### src/design/ssr_pkg.sv
package ssr_pkg;

	localparam int unsigned BM_BYTES = 6144;
	localparam int unsigned AT_BYTES = 768;
	localparam int unsigned SCREEN_BYTES = BM_BYTES + AT_BYTES;
	localparam int unsigned BM_AW = $clog2(BM_BYTES);
	localparam int unsigned AT_AW = $clog2(AT_BYTES);
	localparam int unsigned OFF_W = 13;
	localparam int unsigned COL_W = 5;
	localparam int unsigned NUM_PIX = 8;

	localparam logic [OFF_W-1:0] SCREEN_END = OFF_W'(SCREEN_BYTES);
	localparam logic [OFF_W-1:0] AT_BASE = OFF_W'(BM_BYTES);
	localparam logic [BM_AW-1:0] CLR_LAST = BM_AW'(BM_BYTES - 1);
	localparam logic [7:0] DISPLAY_LINES = 8'd192;
	localparam logic [COL_W-1:0] LAST_COL = '1;

	localparam logic REQ_WRITE = 1'b0;
	localparam logic REQ_RENDER = 1'b1;

	typedef enum logic [1:0] {
		ST_CLEAR,
		ST_IDLE,
		ST_RENDER
	} ssr_state_t;

	typedef struct packed {
		logic             we;
		logic [OFF_W-1:0] addr;
		logic [7:0]       data;
	} ssr_wr_t;

	typedef struct packed {
		logic [7:0]       line;
		logic [COL_W-1:0] col;
		logic             flash;
		logic             last;
	} ssr_cell_t;

	function automatic logic [15:0] ssr_palette(input logic [3:0] idx);
		logic [15:0] c;
		case (idx)
			4'd0:    c = 16'h0000;
			4'd1:    c = 16'h0019;
			4'd2:    c = 16'hC800;
			4'd3:    c = 16'hC819;
			4'd4:    c = 16'h0660;
			4'd5:    c = 16'h0679;
			4'd6:    c = 16'hCE60;
			4'd7:    c = 16'hCE79;
			4'd8:    c = 16'h0000;
			4'd9:    c = 16'h001F;
			4'd10:   c = 16'hF800;
			4'd11:   c = 16'hF81F;
			4'd12:   c = 16'h07E0;
			4'd13:   c = 16'h07FF;
			4'd14:   c = 16'hFFE0;
			4'd15:   c = 16'hFFFF;
			default: c = 16'h0000;
		endcase
		return c;
	endfunction

endpackage

### src/design/ssr_pix_stage.sv
module ssr_pix_stage
	import ssr_pkg::*;
(
	input  logic              clk,
	input  logic              arst_n,
	input  logic              in_valid,
	input  ssr_cell_t         in_cell,
	input  logic [7:0]        bm_byte,
	input  logic [7:0]        at_byte,
	output logic              in_ready,
	output logic              out_valid,
	input  logic              out_ready,
	output logic [7:0]        out_line,
	output logic [COL_W-1:0]  out_col,
	output logic [NUM_PIX*16-1:0] out_pix,
	output logic              out_last
);

	logic                  valid_q;
	logic [7:0]            line_q;
	logic [COL_W-1:0]      col_q;
	logic                  last_q;
	logic [NUM_PIX*16-1:0] pix_q;

	logic [15:0]           ink;
	logic [15:0]           paper;
	logic [15:0]           fg;
	logic [15:0]           bg;
	logic [NUM_PIX*16-1:0] pix_d;

	assign in_ready = !valid_q || out_ready;

	always_comb begin
		ink = ssr_palette({at_byte[6], at_byte[2:0]});
		paper = ssr_palette({at_byte[6], at_byte[5:3]});
		if (at_byte[7] && in_cell.flash) begin
			fg = paper;
			bg = ink;
		end else begin
			fg = ink;
			bg = paper;
		end
		// pixel 0 (lowest slot) comes from bitmap bit 7
		for (int k = 0; k < NUM_PIX; k++) begin
			pix_d[k*16 +: 16] = bm_byte[NUM_PIX-1-k] ? fg : bg;
		end
	end

	always_ff @(posedge clk or negedge arst_n) begin
		if (!arst_n) begin
			valid_q <= 1'b0;
		end else if (in_ready) begin
			valid_q <= in_valid;
		end
	end

	always_ff @(posedge clk) begin
		if (in_valid && in_ready) begin
			line_q <= in_cell.line;
			col_q <= in_cell.col;
			last_q <= in_cell.last;
			pix_q <= pix_d;
		end
	end

	assign out_valid = valid_q;
	assign out_line = line_q;
	assign out_col = col_q;
	assign out_pix = pix_q;
	assign out_last = last_q;

endmodule
### config.mk
export PLATFORM = sky130hd
export DESIGN_NAME = ssr_pix_stage
export DESIGN_NICKNAME = d
export VERILOG_FILES = /design/src/design/ssr_pkg.sv /design/src/design/ssr_pix_stage.sv
export SDC_FILE = /design/constraint.sdc
export NUM_CORES = 1
export LEC_CHECK = 0
export ABC_AREA = 1
export BUFFER_PORTS_ARGS = -buffer_cell sky130_fd_sc_hd__buf_4
export CORE_MARGIN = 1.5
export CORE_UTILIZATION = 31
export DETAILED_ROUTE_END_ITERATION = 10
export GPL_TIMING_DRIVEN = 0
export HOLD_SLACK_MARGIN = 0.05
export MAX_ROUTING_LAYER = met4
export PLACE_DENSITY = 0.55
export SLEW_MARGIN = 15
export SYNTH_ARGS = -nofsm -noshare
export SYNTH_HDL_FRONTEND = slang
export SYNTH_SLANG_ARGS = --single-unit
export TNS_END_PERCENT = 5
### constraint.sdc
create_clock -name clk -period 5 [get_ports clk]
set_input_delay 0.75 -clock clk [delete_from_list [all_inputs] [get_ports clk]]
set_output_delay 0.75 -clock clk [all_outputs]
set_load 0.02 [all_outputs]
# Word-level counts from Yosys, hierarchy flattened
# Memories as Yosys holds them, arrays and structs flattened.
# Index checks and enable logic that the tools add are counted.
# word_totals
register_bits,143
mem_bits_ro,512
elab_cells,21
out_inout_bits,144
input_bits,35
mem_count,2
# op_classes
n_mux,10
n_reduce_logical,4
# memory_table
memory,words,word_bits,rd,rd_clocked_by_memory_dff,write_ports,line,text
(name not given),16,16,1,0,0,ssr_pkg.sv:42,case (idx)
(name not given),16,16,1,0,0,ssr_pkg.sv:42,
# ops
cell,count
2-to-1 mux 16 bit,10
logical AND 1 bit,2
zero test 1 bit,1
logical OR 1 bit,1

# Longest topological paths before layout
# Gate-level depths: netlist (run 1).
# logic_depth
ltp_word,3
mapped_depth,6
mapped_depth_nobuf,5

# Worst setup path before layout (run 1)
# OpenSTA, ideal clock, no wires.
# synth_timing
path_type,input port to flip-flop
startpoint,input port in_valid
endpoint,"register col_q[0], in the netlist out_col[0] (enable)"
setup_time_ns,0.502
setup_slack_ns,0.694
stages,2
arrival_ns,3.803
n_path_buf,0
required_time_ns,4.498
cell_sequence,inv_1 > a21oi_1
# synth_via
elab_chain_cells,1
# synth_lines
item,line,text
from (decl),ssr_pix_stage.sv:6,"input logic in_valid,"
logical AND 1 bit,ssr_pix_stage.sv:58,if (in_valid && in_ready) begin
to (signal assigned),ssr_pix_stage.sv:60,col_q <= in_cell.col;
to (decl),ssr_pix_stage.sv:21,logic [COL_W-1:0] col_q;
# No other way between the ends.
# A chain may end at the register's enable or synchronous reset.

# Worst setup path after layout (run 1)
# layout_timing
startpoint,input port out_ready
endpoint,output port in_ready
# layout_via
elab_chain_cells,1
# layout_lines
item,line,text
from (decl),ssr_pix_stage.sv:12,"input logic out_ready,"
logical OR 1 bit,ssr_pix_stage.sv:31,assign in_ready = !valid_q || out_ready;
to (decl),ssr_pix_stage.sv:10,"output logic in_ready,"
# No other way between the ends.

==> results of run 1 <==
-- cell usage after synthesis, drive strengths merged --
cell type / n / area share
buf: 82 / 0.18
dfrtp: 1 / 0.0073
edfxtp: 62 / 0.54
inv: 17 / 0.019
nand3: 96 / 0.14
nand2: 81 / 0.11
a21oi: 1 / 0.0015
-- per-stage QoR --
stage | setup WS, ns | cell area [sq um] | power [mW] | instances | hold slack (ns)
2_1_floorplan | 0.694 | 3420 | 0.916 | 340 | 0.454
3_3_place_gp | -0.607 | 4930 | 1.10 | 658 | 0.506
3_5_place_dp | 2.92 | 5000 | 1.10 | 660 | 0.529
4_1_cts | 3.06 | 5190 | 1.54 | 676 | 0.153
5_1_grt | 3.02 | 5190 | 1.59 | 676 | 0.152
6_report | 3.06 | 5190 | 1.52 | 676 | 0.169
-- power breakdown --
part	switching (mW)	internal [mW]	total, mW
Combinational	0.236	0.201	0.437
Clock	0.199	0.228	0.427
Sequential	0.0223	0.630	0.652
-- cells in the final DEF, fill, tap and decap left out, drive strengths merged --
master / instances
clkbuf: 10
dfrtp: 1
a21oi: 1
nand2: 81
inv: 17
buf: 262
edfxtp: 62
clkinv: 4
clkinvlp: 1
bufinv: 1
nand3: 96
-- metal layers --
metal / GRT usage / share of wire / vias up
met5: - / 0 / -
met4: 0.0733 / 0.020 / 0
met3: 0.0350 / 0.083 / 20
met2: 0.246 / 0.47 / 143
met1: 0.199 / 0.43 / 1357
li1: - / - / 1467
-- kinds of logic (layout without fill, tap and decap cells) --
family	after synthesis	in the layout	share of synthesized area
AND/OR/NAND/NOR	177	177	0.246
buffers and inverters	99	295	0.201
flip-flops	63	63	0.552
AO/OA/AOI/OAI	1	1	0.00146
-- state kept, by name, indices dropped and copies added (netlist names) --
| name | count |
|---|---|
| out_valid | 1 |
| out_pix | 48 |
| out_col | 5 |
| out_line | 8 |
| out_last | 1 |
-- layout make-up --
class,instances,area (sq um)
Inverter,17,63.8
Multi-Input combinational cell,178,858
Timing Repair Buffer,180,1390
Clock inverter,6,61.3
Sequential cell,63,1890
Fill cell,1028,5610
Clock buffer,10,128
Tap cell,140,175
Buffer,82,623
-- how the worst max path moves through the flow --
| stage | startpoint | to |
|---|---|---|
| floorplan | in_valid | out_col[0] |
| global placement | in_valid | out_col[2] |
| detailed placement | out_ready | out_col[2] |
| CTS | out_ready | in_ready |
| global route | out_ready | in_ready |
| finish | out_ready | in_ready |
==> impl_metrics.toml, run 1 <==
[final_layout]
diodes = 0
utilization = 0.481
layout.nets = 566
area_growth_pct = 51.6
drive_gt1_frac = 0.563

[route]
drt_iter0_markers = 125
route.detailed.drc = 0
ant_nets = 0
wl_per_cell_um = 13.7
dr.pass1.iters = 4
vias_per_cell = 4.42
wirelength_um = 9270
vias = 2987

[floorplanning]
io_pins = 179
initial_core_util = 0.317
core_area_sq_mm = 0.0108
dieArea_sq_mm = 0.0117
die_y_um = 108
die_w_um = 108
fp-row-count = 38

[setup_path]
worst_path_dominant_cell_family = "buffers and inverters"
cp.required_ns = 4.25
reg2reg_depth = 2
cp.arrival_ns = 1.19
path_cells = "buf_4 -> inv_1 -> nand2_1 -> buf_4"
path_common_cell = "buf_4"
critPathKind = "in2out"
path_max_fanout = 2
cp_num_buf_inv = 3
crit_path_end_kind = "primary output"
r2r-end = "out_pix[20]"
cp_slowest_cell = "buf_4"
r2r_setup_slack_ns = 3.39
cp-start-kind = "input port"
cp.depth = 4
r2r-start = "out_valid"
slowest_delay_ns = 0.16

[global_routing]
grtUsageTotal = 0.159
grt_pass1_vias = 2704
overflow = 0
grt_max_degree = 24
antenna_found_initial = 0
grt_pass1_wl_um = 13600

[sta]
max_slew_margin = 0.509
tns_ns = 0
worst_clock_skew_ns = 0.00732
finalMaxSlewViolations = 0
hold_violations = 0
fmax_mhz = 516
tightest_slew_ns = 0.735
setup_viol = 0
rsz0062_at_grt = "false"
finalCriticalPeriod_ns = 1.94
min_period_over_period = 0.388

[pwr]
power.leakage_nw = 2.57
peakVddDrop_mv = 0.128
pwr_density_cell_mw_per_mm2 = 292

[cts]
cts_resized = 0
htreeDepth = 3
cts_root_buf = "clkbuf_8"
insertion_delay_ns = 0.34
path_clk_slew_ns = 0.07
numCtsBuffers = 9
clock_sinks = 63
cts_buffer_depth = 2
cts.hold.buffers_added = 0
postCtsSetupRepairBufs = 0
cts_tree = "done"

[synth]
synth_nets = 375
syn_area_per_cell_sq_um = 10.1
synth_cell_types = 10
yosys_register_bits = 63
syn-instance-count = 340
yosys_warnings = 0
ys_seq_area_frac = 0.552
synth_area_sq_mm = 0.00342

[run_status]
outcome = "complete, no violations"

[placement]
hpwl_um = 6820
gp_congestion = 0.887
portBuffers = 178

[min_path]
hp-class = "in2async"

[job]
drv_cap = 0
Note: power is estimated with default switching activity, not from simulation.
==> inputs of run 2 (changes only) <==
--- a/config.mk
+++ b/config.mk
@@ -5,7 +5,7 @@
 export SDC_FILE = /design/constraint.sdc
 export NUM_CORES = 1
 export LEC_CHECK = 0
-export ABC_AREA = 1
+export ABC_AREA = 0
 export BUFFER_PORTS_ARGS = -buffer_cell sky130_fd_sc_hd__buf_4
 export CORE_MARGIN = 1.5
 export CORE_UTILIZATION = 31
==> constraint.sdc (replaced) <==
create_clock -name clk -period 1.9 [get_ports clk]
set_input_delay 0.285 -clock clk [delete_from_list [all_inputs] [get_ports clk]]
set_output_delay 0.285 -clock clk [all_outputs]
set_load 0.02 [all_outputs]
==> run 2 against run 1 <==
Net effect: sequential share of layout area grew 1.6 points; clock-buffer cell count grew 1; power grew to 2.5 times the previous value; via count shrank 27%; register-to-register slack lost 3.1 ns; die area shrank 4.0%; synthesized cell count shrank 39%; non-clock buffer count shrank 3; combinational power grew 150%; area after synthesis shrank 4.1%; routed wire length shrank 17%.
==> impl_metrics.toml, run 2 <==
[synth]
synthTopCellsByArea = "edfxtp_1 57%, buf_4 18%, mux2_1 8.2%"
ys_seq_area_frac = 0.575
synthTopCellsByCount = "80 x buf_4, 62 x edfxtp_1, 24 x mux2_1, 24 x mux2i_1, 8 x xor2_4"
yosys_warnings = 0
synth_cell_types = 10
syn_area_per_cell_sq_um = 15.7
synth_area_sq_mm = 0.00328
synth_top_cell_by_area = "edfxtp_1"
yosys_register_bits = 63
synth_top_flop_cell = "edfxtp_1"
yosysTopAreaCellShare = 0.568
synthMostInstantiatedCell = "buf_4"
syn-instance-count = 209
synth_edf_count = 62
synthArstFlopShare = 0.0159
synth_nets = 244

[route]
ant_nets = 0
route.detailed.drc = 0
drt_iter0_markers = 67
vias = 2176
wl_per_cell_um = 14.3
vias_per_cell = 4.03
wirelength_um = 7710
dr.pass1.iters = 4

[setup_path]
cp-start-kind = "flop"
reg2reg_depth = 2
path_max_fanout = 62
crit_path_end_kind = "flop"
cp.arrival_ns = 1.56
endpoint = "out_pix[47]"
critPathKind = "reg2reg"
slowest_delay_ns = 0.69
cp_slowest_cell = "and2_4"
cp-startpoint = "out_valid"
cp.required_ns = 1.85
r2r-start = "out_valid"
r2r_setup_slack_ns = 0.30
path_cells = "nand2b_1 -> and2_4"
r2r-end = "out_pix[47]"

[sta]
setup_viol = 0
rsz0062_at_grt = "false"
finalCriticalPeriod_ns = 1.60
max_slew_margin = 0.461
tns_ns = 0
tightest_slew_ns = 0.809
min_period_over_period = 0.844
hold_violations = 0
finalMaxSlewViolations = 0
worst_clock_skew_ns = 0.00793
fmax_mhz = 624

[cts]
insertion_delay_ns = 0.33
htreeDepth = 3
cts_tree = "done"
clock_sinks = 63
postCtsSetupRepairBufs = 0
cts_buffer_depth = 2
path_clk_slew_ns = 0.07
numCtsBuffers = 9
cts_root_buf = "clkbuf_8"

[final_layout]
fillerInstances = 944
largest_reg_flops = 48
utilization = 0.483
layout.cells.most_common_list = "258 x buf_4, 62 x edfxtp_1, 24 x mux2i_1, 24 x mux2_1, 9 x clkbuf_8"
drive_gt1_frac = 0.698
area_growth_pct = 51.4
diodes = 0
final_common_cell = "buf_4"
layout.nets = 434

[floorplanning]
core_area_sq_mm = 0.0103
io_pins = 179
dieArea_sq_mm = 0.0112
initial_core_util = 0.319
fp-row-count = 37
die_w_um = 106
die_y_um = 106

[pwr]
power.leakage_nw = 2.27
netSwitchingPower_mw = 1.14
pwr-share-seq = 0.452
clkPwrFrac = 0.263
totalPowerFinal_mw = 3.80
netSwitchingFraction = 0.300
pwr_density_cell_mw_per_mm2 = 765
peakVddDrop_mv = 0.349
p_int_mw = 2.66
power_frac_comb = 0.286

[min_path]
hold_start = "in_cell[0]"
hp-class = "in2reg"

[placement]
hpwl_um = 5550
gp_congestion = 0.685
portBuffers = 178

[global_routing]
grt_pass1_wl_um = 11400
grt_max_degree = 63
grtUsageTotal = 0.141
antenna_found_initial = 0
overflow = 0
grt_pass1_vias = 2061

[job]
drv_cap = 0

[run_status]
outcome = "complete, no violations"
## run 2: worst min path at each step
stage | to | slack, ns | cells after the start
6_report | out_last | 0.13 | 1
3_3_place_gp | out_valid | 0.06 | 1
2_1_floorplan | out_valid | -0.01 | 0
5_1_grt | out_line[3] | 0.09 | 1
4_1_cts | out_line[1] | 0.11 | 1
3_5_place_dp | out_valid | 0.06 | 1
## run 2: per-stage QoR
| step | std cells | cell area [sq um] | hold WS [ns] | setup slack [ns] |
|---|---|---|---|---|
| after floorplan | 209 | 3280 | -0.0106 | 0.252 |
| after global placement | 523 | 4790 | 0.0610 | 0.267 |
| after detailed placement | 523 | 4790 | 0.0633 | 0.252 |
| after CTS | 540 | 4960 | 0.106 | 0.265 |
| after global routing | 540 | 4960 | 0.0935 | 0.169 |
| final | 540 | 4960 | 0.127 | 0.297 |
## run 2: power by group through the flow
stage          clock, mW  combinational, mW  sequential (mW)
2_1_floorplan          0              0.520             1.85
4_1_cts             1.04               1.10             1.72
5_1_grt             1.10               1.15             1.73
3_3_place_gp           0               1.09             1.75
6_report           0.998               1.08             1.72
3_5_place_dp           0               1.10             1.75
## run 2: kinds of logic after synthesis
group,Yosys count,synth area share
mux,48,0.156
buf+inv,80,0.183
simple gates,10,0.0187
flops,63,0.575
xor+xnor,8,0.0671
## run 2: area by class of cell
cell class                 count  area (sq um)  area share
buffer                        80           601       0.121
clock buffer                  11           131      0.0265
clock inverter                 5          35.0     0.00706
multi-input combinational     66           795       0.160
sequential                    63          1890       0.380
tap                          136           170      0.0343
timing repair buffer         179          1350       0.271
## run 2: worst max-delay path, delay by kind of cell, from the launching register on
kind	cells	cell delay [ns]
flip-flops	1	0.39
AND/OR/NAND/NOR	2	0.80
## run 2: routing by layer
metal  global-route usage  wire (um)
met3               0.0377        573
met1                0.156       3020
met4               0.0550         40
met2                0.242       4080
met5                    -          0
## run 2: timing repair
action / in CTS / in global routing
resized for setup: 0 / 0
endpoints found under the hold margin: 1 / 0
hold buffers: 1 / 0
==> inputs of run 3 (changes only) <==
--- a/config.mk
+++ b/config.mk
@@ -13,7 +13,7 @@
 export GPL_TIMING_DRIVEN = 0
 export HOLD_SLACK_MARGIN = 0.05
 export MAX_ROUTING_LAYER = met4
-export PLACE_DENSITY = 0.55
+export PLACE_DENSITY = 0.57
 export SLEW_MARGIN = 15
 export SYNTH_ARGS = -nofsm -noshare
 export SYNTH_HDL_FRONTEND = slang
==> constraint.sdc (replaced) <==
create_clock -name clk -period 1.3 [get_ports clk]
set_input_delay 0.195 -clock clk [delete_from_list [all_inputs] [get_ports clk]]
set_output_delay 0.195 -clock clk [all_outputs]
set_load 0.02 [all_outputs]
==> run 3 against run 2 <==
Net effect: the flow now finishes with violations (setup timing); maximum frequency grew 21%; sequential share of layout area fell by 2.2 points; cell count is 3.0% higher; global-route usage is 0.65 points higher; first-iteration DRC count shrank 18%; clock-buffer cell count increased by 2; power is 61% higher; hold slack worse by 0.028 ns; combinational power rose by 56%; critical path type unchanged; largest cell class unchanged.
==> impl_metrics.toml, run 3 (synthesis results as in run 2) <==
[run_status]
outcome = "complete, but fails checks"
violations = "setup timing"

[sta]
tns_ns = -0.672
hold_violations = 0
holdWs_ns = 0.0988
min_period_over_period = 1.02
finalMaxSlewViolations = 0
tightest_slew_ns = 0.437
finalCriticalPeriod_ns = 1.33
setup_viol = 31
max_slew_margin = 0.708
rsz0062_at_grt = "true"
worst_clock_skew_ns = 0.00804
fin_ws_ns = -0.0278
fmax_mhz = 753

[setup_path]
cp-start-kind = "flop"
worst_path_dominant_cell_family = "simple AND/OR/NAND/NOR gates"
path_cells = "nand2b_4 -> and2_4"
r2r-end = "out_pix[126]"
slowest_delay_ns = 0.43
cp.required_ns = 1.28
r2r-start = "out_valid"
critPathKind = "reg2reg"
reg2reg_depth = 2
cp_slowest_cell = "dfrtp_2"
cp.arrival_ns = 1.30
cp_num_buf_inv = 0
path_max_fanout = 31
crit_path_end_kind = "flop"
r2r_setup_slack_ns = -0.03

[floorplanning]
die_y_um = 106
dieArea_sq_mm = 0.0112
die_w_um = 106
fp-row-count = 37
core_area_sq_mm = 0.0103
io_pins = 179
initial_core_util = 0.319

[global_routing]
grt_max_degree = 32
overflow = 0
grt_use_met3 = 0.0272
use_met2 = 0.248
grt_pass1_wl_um = 12000
grt_pass1_vias = 2215
grtUsageTotal = 0.147
grt_use_met1 = 0.169
busiest_layer = "met2"
antenna_found_initial = 0

[final_layout]
utilization = 0.512
diodes = 0
area_growth_pct = 60.6
fillerInstances = 891
fin_cells = 556
drive_gt1_frac = 0.681
layout.nets = 450
fin_area_sq_mm = 0.00527
layout.cells.most_common_list = "237 x buf_4, 62 x edfxtp_1, 24 x mux2i_1, 24 x mux2_1, 21 x buf_6"
largest_reg_flops = 48
final_common_cell = "buf_4"

[cts]
cts_buffer_depth = 2
cts_tree = "done"
numCtsBuffers = 9
clock_sinks = 63
insertion_delay_ns = 0.33
path_clk_slew_ns = 0.07
htreeDepth = 3
cts_root_buf = "clkbuf_8"

[pwr]
pwr_density_cell_mw_per_mm2 = 1160
power.leakage_nw = 2.40
totalPowerFinal_mw = 6.12
peakVddDrop_mv = 0.545

[route]
drt_iter0_markers = 55
route.detailed.drc = 0
vias = 2273
dr.pass1.iters = 4
wl_per_cell_um = 15.1
wirelength_um = 8390
ant_nets = 0
vias_per_cell = 4.09

[placement]
dp_cells = 523
gp_congestion = 0.642
portBuffers = 178
hpwl_um = 5580
placed_area_sq_mm = 0.00480
dp_worst_setup_slack_ns = -0.309

[job]
drv_cap = 0

[min_path]
holdPathStages = 2
hold_end = "out_valid"
hold_start = "in_valid"
hp-class = "in2reg"
==> run 3: cell count changes in the layout (fill, tap and decap cells not counted), sizes merged <==
cell | before | now
clkinvlp | 1 | 0
clkinv | 4 | 1
dlygate4sd3 | 1 | 15
and2 | 1 | 3
clkbuf | 11 | 13
bufinv | 0 | 2
==> run 3: final cells by class <==
| cell class | count | area [sq um] | share of cell area |
|---|---|---|---|
| clock buffers | 13 | 159 | 0.0302 |
| clock inverters | 3 | 65.1 | 0.0124 |
| plain buffers | 80 | 601 | 0.114 |
| well taps | 136 | 170 | 0.0323 |
| multi-input cells | 68 | 818 | 0.155 |
| flip-flops and latches | 63 | 1890 | 0.359 |
| repair buffers | 193 | 1570 | 0.297 |
==> run 3: per-layer routing <==
metal	wire, um	part of all wire
met5	0	0
met4	141	0.017
met3	433	0.052
met2	4480	0.53
met1	3330	0.40
==> run 3: worst max-delay path by stage <==
stage	start	cells past startpoint	slack [ns]	endpoint
global placement	out_valid	2	-0.27	out_pix[36]
CTS	out_valid	2	-0.04	out_pix[61]
global route	out_valid	2	-0.08	out_pix[126]
floorplan	out_valid	2	-0.19	out_col[0]
detailed placement	out_valid	2	-0.31	out_pix[36]
finish	out_valid	2	-0.03	out_pix[126]
==> run 3: where the power goes <==
part / total [mW] / switching [mW] / internal (mW)
clock: 1.92 / 0.732 / 1.18
combinational: 1.69 / 0.847 / 0.838
sequential: 2.51 / 0.0921 / 2.42
==> run 3: repair_timing <==
item	in CTS	in global routing
resized for setup	1	21
endpoints found under the setup margin	62	84
gates cloned	1	1
setup buffers	0	0
pin swaps	2	2
hold endpoints to repair	15	0
hold buffers	15	0
